<file path="src/hw/rtl/vra_pkg.sv">
// Package with shared widths, types and the arctangent table of the rotator.
`default_nettype none
package vra_pkg;

  localparam int COORD_BITS = 32;
  localparam int ANGLE_BITS = 16;
  localparam int TRIG_STEPS = 16;

  localparam int TAB_LEN = 30;
  localparam int CELLS   = (TRIG_STEPS < TAB_LEN) ? TRIG_STEPS : TAB_LEN;
  localparam int STEP_W  = 5;
  localparam int TURN_W  = 32;
  localparam int TW      = 32;
  localparam int ZW      = 34;
  localparam int CW      = COORD_BITS;
  localparam int FRAC    = 30;

  localparam logic signed [TW-1:0] GAIN_Q30 = TW'(652032874);

  typedef logic signed [CW-1:0] coord_t;
  typedef logic signed [TW-1:0] trig_t;
  typedef logic signed [ZW-1:0] resid_t;

  typedef struct packed {
    trig_t  x;
    trig_t  y;
    resid_t z;
    logic   flip;
  } rot_t;

  typedef struct packed {
    coord_t x;
    coord_t y;
    coord_t z;
    rot_t   a;
    rot_t   b;
  } cell_t;

  function automatic logic [TURN_W-1:0] atan_turn(input logic [STEP_W-1:0] idx);
    logic [TURN_W-1:0] v;
    case (idx)
      5'd0:  v = 32'h20000000;
      5'd1:  v = 32'h12E4051E;
      5'd2:  v = 32'h09FB385B;
      5'd3:  v = 32'h051111D4;
      5'd4:  v = 32'h028B0D43;
      5'd5:  v = 32'h0145D7E1;
      5'd6:  v = 32'h00A2F61E;
      5'd7:  v = 32'h00517C55;
      5'd8:  v = 32'h0028BE53;
      5'd9:  v = 32'h00145F2F;
      5'd10: v = 32'h000A2F98;
      5'd11: v = 32'h000517CC;
      5'd12: v = 32'h00028BE6;
      5'd13: v = 32'h000145F3;
      5'd14: v = 32'h0000A2F9;
      5'd15: v = 32'h0000517D;
      5'd16: v = 32'h000028BE;
      5'd17: v = 32'h0000145F;
      5'd18: v = 32'h00000A30;
      5'd19: v = 32'h00000518;
      5'd20: v = 32'h0000028C;
      5'd21: v = 32'h00000146;
      5'd22: v = 32'h000000A3;
      5'd23: v = 32'h00000051;
      5'd24: v = 32'h00000029;
      5'd25: v = 32'h00000014;
      5'd26: v = 32'h0000000A;
      5'd27: v = 32'h00000005;
      5'd28: v = 32'h00000003;
      5'd29: v = 32'h00000001;
      default: v = '0;
    endcase
    return v;
  endfunction

  // Folds the angle into the right half plane and sets up the CORDIC start.
  function automatic rot_t rot_init(input logic [ANGLE_BITS-1:0] ang);
    logic [TURN_W-1:0] turn;
    rot_t r;
    turn   = {ang, {(TURN_W-ANGLE_BITS){1'b0}}};
    r.flip = turn[TURN_W-2] ^ turn[TURN_W-1];
    if (r.flip) begin
      turn[TURN_W-1] = ~turn[TURN_W-1];
    end
    r.x = GAIN_Q30;
    r.y = '0;
    r.z = {{(ZW-TURN_W){turn[TURN_W-1]}}, turn};
    return r;
  endfunction

endpackage
`default_nettype wire

</file>
<file path="src/hw/rtl/vra_cordic_cell.sv">
// One CORDIC iteration for both angles, with the point carried alongside.
`default_nettype none
module vra_cordic_cell import vra_pkg::*; (
  input  wire logic              clk_i,
  input  wire logic              rst_ni,
  input  wire logic              en_i,
  input  wire logic [STEP_W-1:0] step_i,
  input  wire logic              vld_i,
  input  wire cell_t             cell_i,
  output logic                   vld_o,
  output cell_t                  cell_o
);

  logic  vld_q;
  cell_t cell_q, cell_d;
  resid_t ang;

  function automatic rot_t rot_step(input rot_t r, input logic [STEP_W-1:0] s,
                                    input resid_t a);
    rot_t  o;
    trig_t sx, sy;
    sx = r.x >>> s;
    sy = r.y >>> s;
    o.flip = r.flip;
    if (!r.z[ZW-1]) begin
      o.x = r.x - sy;
      o.y = r.y + sx;
      o.z = r.z - a;
    end else begin
      o.x = r.x + sy;
      o.y = r.y - sx;
      o.z = r.z + a;
    end
    return o;
  endfunction

  always_comb begin
    ang      = {{(ZW-TURN_W){1'b0}}, atan_turn(step_i)};
    cell_d   = cell_i;
    cell_d.a = rot_step(cell_i.a, step_i, ang);
    cell_d.b = rot_step(cell_i.b, step_i, ang);
  end

  always_ff @(posedge clk_i or negedge rst_ni) begin
    if (!rst_ni) begin
      vld_q <= 1'b0;
    end else if (en_i) begin
      vld_q <= vld_i;
    end
  end

  always_ff @(posedge clk_i) begin
    if (en_i) begin
      cell_q <= cell_d;
    end
  end

  assign vld_o  = vld_q;
  assign cell_o = cell_q;

endmodule
`default_nettype wire

</file>
<file path="config.mk">
export PLATFORM = sky130hd
export DESIGN_NAME = vra_cordic_cell
export DESIGN_NICKNAME = d
export VERILOG_FILES = /design/src/hw/rtl/vra_pkg.sv /design/src/hw/rtl/vra_cordic_cell.sv
export SDC_FILE = /design/constraint.sdc
export NUM_CORES = 1
export LEC_CHECK = 0
export BUFFER_PORTS_ARGS = -buffer_cell sky130_fd_sc_hd__buf_2
export CORE_MARGIN = 8
export CORE_UTILIZATION = 35
export CTS_BUF_LIST = sky130_fd_sc_hd__clkbuf_4
export CTS_CLUSTER_SIZE = 30
export DETAILED_ROUTE_END_ITERATION = 12
export SYNTH_ARGS = -nofsm -noshare
export SYNTH_HDL_FRONTEND = slang
export SYNTH_SLANG_ARGS = --single-unit
</file>
<file path="constraint.sdc">
create_clock -name clk_i -period 0.8 [get_ports clk_i]
set_input_delay 0.04 -clock clk_i [delete_from_list [all_inputs] [get_ports clk_i]]
set_output_delay 0.04 -clock clk_i [all_outputs]
set_load 0.02 [all_outputs]
</file>
==> results of run 1 <==
## cell families (layout without fill, tap and decap cells)
| group | count (synthesis) | count (layout) | share of synthesized area (%) |
|---|---|---|---|
| adders and majority gates | 209 | 209 | 8.45 |
| buffers and inverters | 268 | 2652 | 4.10 |
| AOI/OAI and AO/OA | 1010 | 1010 | 21.3 |
| other | 0 | 17 | 0 |
| DFF | 295 | 295 | 28.1 |
| muxes | 340 | 340 | 16.8 |
| xor gates and xnor gates | 292 | 292 | 8.13 |
| and+or+nand+nor | 828 | 828 | 13.0 |
## worst max path at each step
stage                     slack, ns       from           to
after floorplan               -4.63  step_i[0]   cell_o[95]
after global placement        -4.65  step_i[0]   cell_o[65]
after detailed placement      -4.65  step_i[0]   cell_o[65]
after CTS                     -3.31  step_i[0]   cell_o[95]
after global routing          -3.53  step_i[0]   cell_o[95]
final                         -3.49  step_i[2]  cell_o[160]
## layout by cell type, fill, tap and decap left out, types with 40 or more instances in the layout
cell type      count
buf_4           1483
buf_2            591
edfxtp_1         294
dlygate4sd3_1    203
nor2_1           201
nand2_1          198
a21oi_1          177
ha_1             174
xnor2_1          149
mux4_2           142
mux2i_1          119
clkbuf_4         110
xor2_1            94
o21ai_0           93
a21oi_2           92
a21o_1            89
inv_1             81
buf_6             80
mux2_2            48
buf_12            47
a31oi_1           45
nand3_1           45
o21ai_1           43
o21ai_2           40
## stage by stage
step | util [%] | area, um^2 | TNS (ns) | setup slack, ns
floorplan | - | 31800 | -684.15 | -4.63
global placement | 52.2 | 46800 | -744.58 | -4.65
detailed placement | 52.2 | 46800 | -751.77 | -4.65
CTS | 57.8 | 51800 | -715.93 | -3.31
global route | 61.1 | 54800 | -758.20 | -3.53
finish | 61.1 | 54800 | -717.69 | -3.49
## registers in the layout, indices dropped and copies added (netlist names)
| signal | cells |
|---|---|
| cell_o | 294 |
| vld_o | 1 |
## per-layer routing
layer / share of wire (%) / global-route usage (%)
met5: 0.053 / 0
met4: 4.4 / 12.4
met3: 8.2 / 6.63
met2: 47 / 51.4
met1: 40 / 38.9
## area by class of cell
type                    count  area (um^2)
clock inverters            28          139
inverters                  92          360
clock buffers             110          826
repair buffers           2422        18400
fillers                  7518        34800
diodes                     17         42.5
well taps                1176         1470
multi-input cells        2679        24700
flip-flops and latches    295         8850
## worst max-delay path: cells and delay by family
kind	cells	cell delay, ns
adders and majority gates	2	0.53
and+or+nand+nor	4	1.06
AOI/OAI and AO/OA	8	1.55
muxes	1	0.49
buffers and inverters	6	0.98
xor gates and xnor gates	2	0.20
## power breakdown
group / switching (mW) / internal, mW / leakage [nW] / total, mW
clock: 7.15 / 6.42 / 0.569 / 13.6
sequential: 0.988 / 21.5 / 2.89 / 22.5
combinational: 30.1 / 28.6 / 21.2 / 58.7
total: 38.3 / 56.5 / 24.7 / 94.7
## repair_timing
item                                    4_1_cts  5_1_grt
pin swaps                                   171      291
endpoints found under the setup margin      491      491
buffers inserted                             71      112
gates resized for setup                     290      487
cloned                                        7        2
endpoints found under the hold margin       580      154
==> results.sh, run 1 <==
export IMPL_max_cap_violations=0
export IMPL_r2r_slack_ns=0.03
export IMPL_yosysUniqueCellTypes=109
export IMPL_die_h_um=316
export IMPL_min_period_over_period_pct=536
export IMPL_worst_pin_slew_ns=0.790
export IMPL_relSlewSlack_pct=47.0
export IMPL_final_setup_skew_ns=0
export IMPL_r2r_end="vld_o"
export IMPL_netlist_instances=3242
export IMPL_port_buffers=597
export IMPL_leakage_nw=24.7
export IMPL_clk_latency_ns=0.90
export IMPL_die_area_mm2=0.0997
export IMPL_worstHoldPathType="input port to flip-flop"
export IMPL_grt_pass1_wl_mm=236
export IMPL_max_freq_mhz=233
export IMPL_yosys_top_cells_count="edfxtp_1 (294), a21oi_1 (281), nor2_1 (234)"
export IMPL_setup_viol=491
export IMPL_critPathLaunchType="input port"
export IMPL_postCtsHoldBufs=203
export IMPL_ys_seq_area_share_pct=28.1
export IMPL_powerDensity_mw_per_mm2=1730
export IMPL_ios=598
export IMPL_yosys_top_cells_area="edfxtp_1 (28%), mux4_2 (10%), ha_1 (8.1%)"
export IMPL_synthFlopType="edfxtp_1"
export IMPL_worstSetupEndpointType="flip-flop"
export IMPL_yosys_warnings=0
export IMPL_drt_pass1_iter_count=6
export IMPL_cts_tree="yes"
export IMPL_hold_end="cell_o[1]"
export IMPL_numClockSinks=295
export IMPL_grt_total_usage_pct=30.9
export IMPL_r2r_start="vld_o"
export IMPL_place_inst=6298
export IMPL_fp_dieW_um=316
export IMPL_antenna_found_initial=26
export IMPL_fin_nets=6083
export IMPL_cp_max_fo=15
export IMPL_ctsLongestPathBuffers=3
export IMPL_async_flop_share_pct=0.339
export IMPL_ant_nets=0
export IMPL_path_clk_slew_ns=0.06
export IMPL_max_vdd_ir_drop_mv=1.54
export IMPL_grt_overflow=0
export IMPL_synth_edf_count=294
export IMPL_status="complete, but fails checks"
export IMPL_fin_cells=6819
export IMPL_drt_iter0_markers=3457
export IMPL_areaGrowthSynthToFinish_pct=74.1
export IMPL_clockRootBuffer="clkbuf_4"
export IMPL_dpl_hpwl_mm=129
export IMPL_finalPower_mw=94.7
export IMPL_netlist_area_leader_share_pct=28.1
export IMPL_cts_buffers=81
export IMPL_hold_violations=139
export IMPL_worstHoldStart="cell_i[1]"
export IMPL_first_global_vias=37600
export IMPL_via_per_inst=5.55
export IMPL_reg2reg_depth=1
export IMPL_ys_ff_latch=295
export IMPL_cp_required_ns=1.41
export IMPL_grt_max_degree=40
export IMPL_drcViolationCount=0
export IMPL_cts_htree_levels=3
export IMPL_crit_chain="buf_6, buf_12, clkinv_1, buf_4, mux4_2, a221oi_4, ha_4, inv_2, nor4_2, nand4_1, buf_4, nor3b_4, a21oi_2, xnor2_1, ha_1, a21o_1, a21oi_4, o21a_1, a311o_1, a21oi_2, or3_4, a31oi_4, xnor2_2"
export IMPL_avgSynthCellArea_um2=9.70
export IMPL_dr_total_vias=37900
export IMPL_yosys_area_top_type="edfxtp_1"
export IMPL_setup_ws_ns=-3.49
export IMPL_start_util_pct=35.1
export IMPL_drv_slew=0
export IMPL_layout_drive_gt1_share_pct=55.0
export IMPL_failed_checks="negative hold slack, negative setup slack"
export IMPL_crit_slowest_cell="mux4_2"
export IMPL_synthMostInstantiatedCell="edfxtp_1"
export IMPL_syn_nets=3754
export IMPL_hold_ws_ns=-0.574
export IMPL_core_rowCount=110
export IMPL_core_area_mm2=0.0896
export IMPL_worstHoldPathCells=2
export IMPL_finalWorstPathRequiredPeriod_ns=4.29
export IMPL_gp_congestion=1.02
export IMPL_grt_setup_unrepaired="yes"
export IMPL_syn_cell_area_mm2=0.0315
export IMPL_slowest_delay_ns=0.49
export IMPL_wl_mm=165
export IMPL_critical_path_arrival_ns=4.90
export IMPL_routedWlPerCell_um=24.2
export IMPL_path_class="input port to flip-flop"
Note: power is estimated with default switching activity, not from simulation.
==> run 2: changes to the inputs <==
==> constraint.sdc (replaced) <==
create_clock -name clk_i -period 0.8 [get_ports clk_i]
set_input_delay 0.12 -clock clk_i [delete_from_list [all_inputs] [get_ports clk_i]]
set_output_delay 0.12 -clock clk_i [all_outputs]
set_load 0.02 [all_outputs]
==> run 2 against run 1 <==
  * The flow still finishes with violations (negative hold slack, negative setup slack)
  * Clock power rose by 5%
  * Critical path depth rose by 3
  * Cell count rose by 0.56%
  * Setup slack got worse by 0.010 ns
  * Non-clock buffer count rose by 29
  * Register-to-register slack improved by 0.02 ns
  * Maximum frequency fell by 0.24%
  * Global-route usage fell by 0.19 points
  * Via count rose by 1.1%
  * Sequential power barely moved
  * Power rose by 1.4%
  * Critical endpoint is now cell_o[62]
==> results.sh, run 2 (same netlist as run 1, synthesis figures left out) <==
export IMPL_grt_total_usage_pct=30.7
export IMPL_cp_required_ns=1.39
export IMPL_failed_checks="negative hold slack, negative setup slack"
export IMPL_finalWorstPathRequiredPeriod_ns=4.30
export IMPL_cts_tree="yes"
export IMPL_worstSetupEndpointType="flip-flop"
export IMPL_worstHoldPathType="input port to flip-flop"
export IMPL_grt_setup_unrepaired="yes"
export IMPL_setup_viol=492
export IMPL_cp_max_fo=7
export IMPL_postCtsHoldBufs=203
export IMPL_reg2reg_depth=1
export IMPL_critical_path_arrival_ns=4.89
export IMPL_core_rowCount=110
export IMPL_wl_mm=163
export IMPL_max_cap_violations=0
export IMPL_cts_htree_levels=3
export IMPL_dr_total_vias=38300
export IMPL_gp_congestion=1.08
export IMPL_die_area_mm2=0.0997
export IMPL_final_setup_skew_ns=0
export IMPL_ctsLongestPathBuffers=3
export IMPL_slowest_delay_ns=0.59
export IMPL_status="complete, but fails checks"
export IMPL_cp_endpoint="cell_o[62]"
export IMPL_relSlewSlack_pct=45.2
export IMPL_hold_violations=98
export IMPL_cts_buffers=84
export IMPL_layout_drive_gt1_share_pct=56.0
export IMPL_layout_commonest_cell="buf_4"
export IMPL_cp_depth=26
export IMPL_worstHoldPathCells=2
export IMPL_powerDensity_mw_per_mm2=1740
export IMPL_via_per_inst=5.58
export IMPL_drt_iter0_markers=3435
export IMPL_drcViolationCount=0
export IMPL_setup_total_negative_slack_ns=-759.85
export IMPL_cp_num_buf_inv=8
export IMPL_numClockSinks=295
export IMPL_setup_ws_ns=-3.50
export IMPL_routedWlPerCell_um=23.8
export IMPL_start_util_pct=35.1
export IMPL_max_freq_mhz=233
export IMPL_clockRootBuffer="clkbuf_4"
export IMPL_final_util_pct=61.6
export IMPL_dpl_hpwl_mm=126
export IMPL_critPathLaunchType="input port"
export IMPL_drv_slew=0
export IMPL_max_vdd_ir_drop_mv=1.41
export IMPL_die_h_um=316
export IMPL_grt_pass1_wl_mm=236
export IMPL_largest_register_ffs=294
export IMPL_r2r_slack_ns=0.05
export IMPL_leakage_nw=24.9
export IMPL_fillers=7315
export IMPL_core_area_mm2=0.0896
export IMPL_setup_worst_path_start="step_i[0]"
export IMPL_path_clk_slew_ns=0.06
export IMPL_first_global_vias=38700
export IMPL_grt_overflow=0
export IMPL_min_period_over_period_pct=537
export IMPL_hold_ws_ns=-0.404
export IMPL_clk_latency_ns=0.88
export IMPL_worst_pin_slew_ns=0.822
export IMPL_drt_pass1_iter_count=6
export IMPL_path_class="input port to flip-flop"
export IMPL_r2r_start="vld_o"
export IMPL_critical_path_top_delay_family="compound AO/OA/AOI/OAI gates"
export IMPL_r2r_end="vld_o"
export IMPL_ant_nets=0
export IMPL_port_buffers=597
export IMPL_fp_dieW_um=316
export IMPL_cpMostUsedCell="buf_6"
export IMPL_crit_slowest_cell="mux4_2"
export IMPL_fin_nets=6115
export IMPL_final_cell_mix="buf_4 (1477), buf_2 (592), edfxtp_1 (294), dlygate4sd3_1 (203), nand2_1 (197)"
export IMPL_grt_max_degree=28
export IMPL_antenna_found_initial=28
export IMPL_areaGrowthSynthToFinish_pct=75.5
export IMPL_ios=598
-- run 2: changes by cell type in the layout (fill, tap and decap cells not counted), moves of 6 or more --
cell | previous run | this run
nor2_1 | 201 | 190
a21oi_2 | 92 | 99
clkbuf_4 | 110 | 116
nor2_2 | 20 | 29
ha_2 | 9 | 15
o21ai_2 | 40 | 46
buf_4 | 1483 | 1477
a21oi_1 | 177 | 167
buf_6 | 80 | 118
o21ai_1 | 43 | 37
-- run 2: per-layer routing --
metal / vias up / GRT usage, % / part of all wire (%)
li1: 17400 / - / -
met1: 18400 / 37.4 / 38
met2: 1942 / 51.4 / 47
met3: 489 / 6.25 / 8.6
met4: 14 / 15.5 / 5.8
met5: - / 0 / 0.052
-- run 2: repair_timing --
item | CTS | global route
setup endpoints to repair | 491 | 491
hold endpoints to repair | 546 | 109
setup buffers | 159 | 100
pin swaps | 339 | 318
resized for setup | 575 | 300
gates cloned | 3 | 0
-- run 2: how the worst min path moves through the flow --
stage / startpoint / endpoint / slack [ns]
floorplan: rst_ni / vld_o / -0.18
global placement: rst_ni / vld_o / -0.11
detailed placement: rst_ni / vld_o / -0.10
CTS: cell_i[1] / cell_o[1] / -0.49
global route: cell_i[166] / cell_o[166] / -0.47
finish: cell_i[1] / cell_o[1] / -0.40
-- run 2: power by group --
group	internal, mW	leakage (nW)	switching, mW
clock network	7.05	0.609	7.28
logic	29.0	21.4	30.3
registers	21.5	2.89	1.02
total	57.5	24.9	38.6
-- run 2: stage by stage --
step | area, um^2 | worst slack [ns] | total power, mW | hold slack (ns) | instances
after detailed placement | 46500 | -4.92 | 71.1 | -0.103 | 6269
after global routing | 55200 | -3.58 | 101 | -0.470 | 6852
after CTS | 53200 | -3.33 | 92.1 | -0.488 | 6762
after floorplan | 31800 | -4.71 | 47.6 | -0.176 | 3242
after global placement | 46500 | -4.95 | 70.7 | -0.105 | 6269
final | 55200 | -3.50 | 96.1 | -0.404 | 6857
-- run 2: final cells by class --
| class | instances | area, um^2 | area share (%) |
|---|---|---|---|
| timing repair buffer | 2451 | 18600 | 33.7 |
| inverter | 92 | 363 | 0.657 |
| clock buffer | 116 | 871 | 1.58 |
| antenna | 22 | 55.1 | 0.0997 |
| tap | 1176 | 1470 | 2.66 |
| sequential | 295 | 8850 | 16.0 |
| multi-input combinational | 2679 | 24800 | 45.0 |
| clock inverter | 26 | 155 | 0.281 |
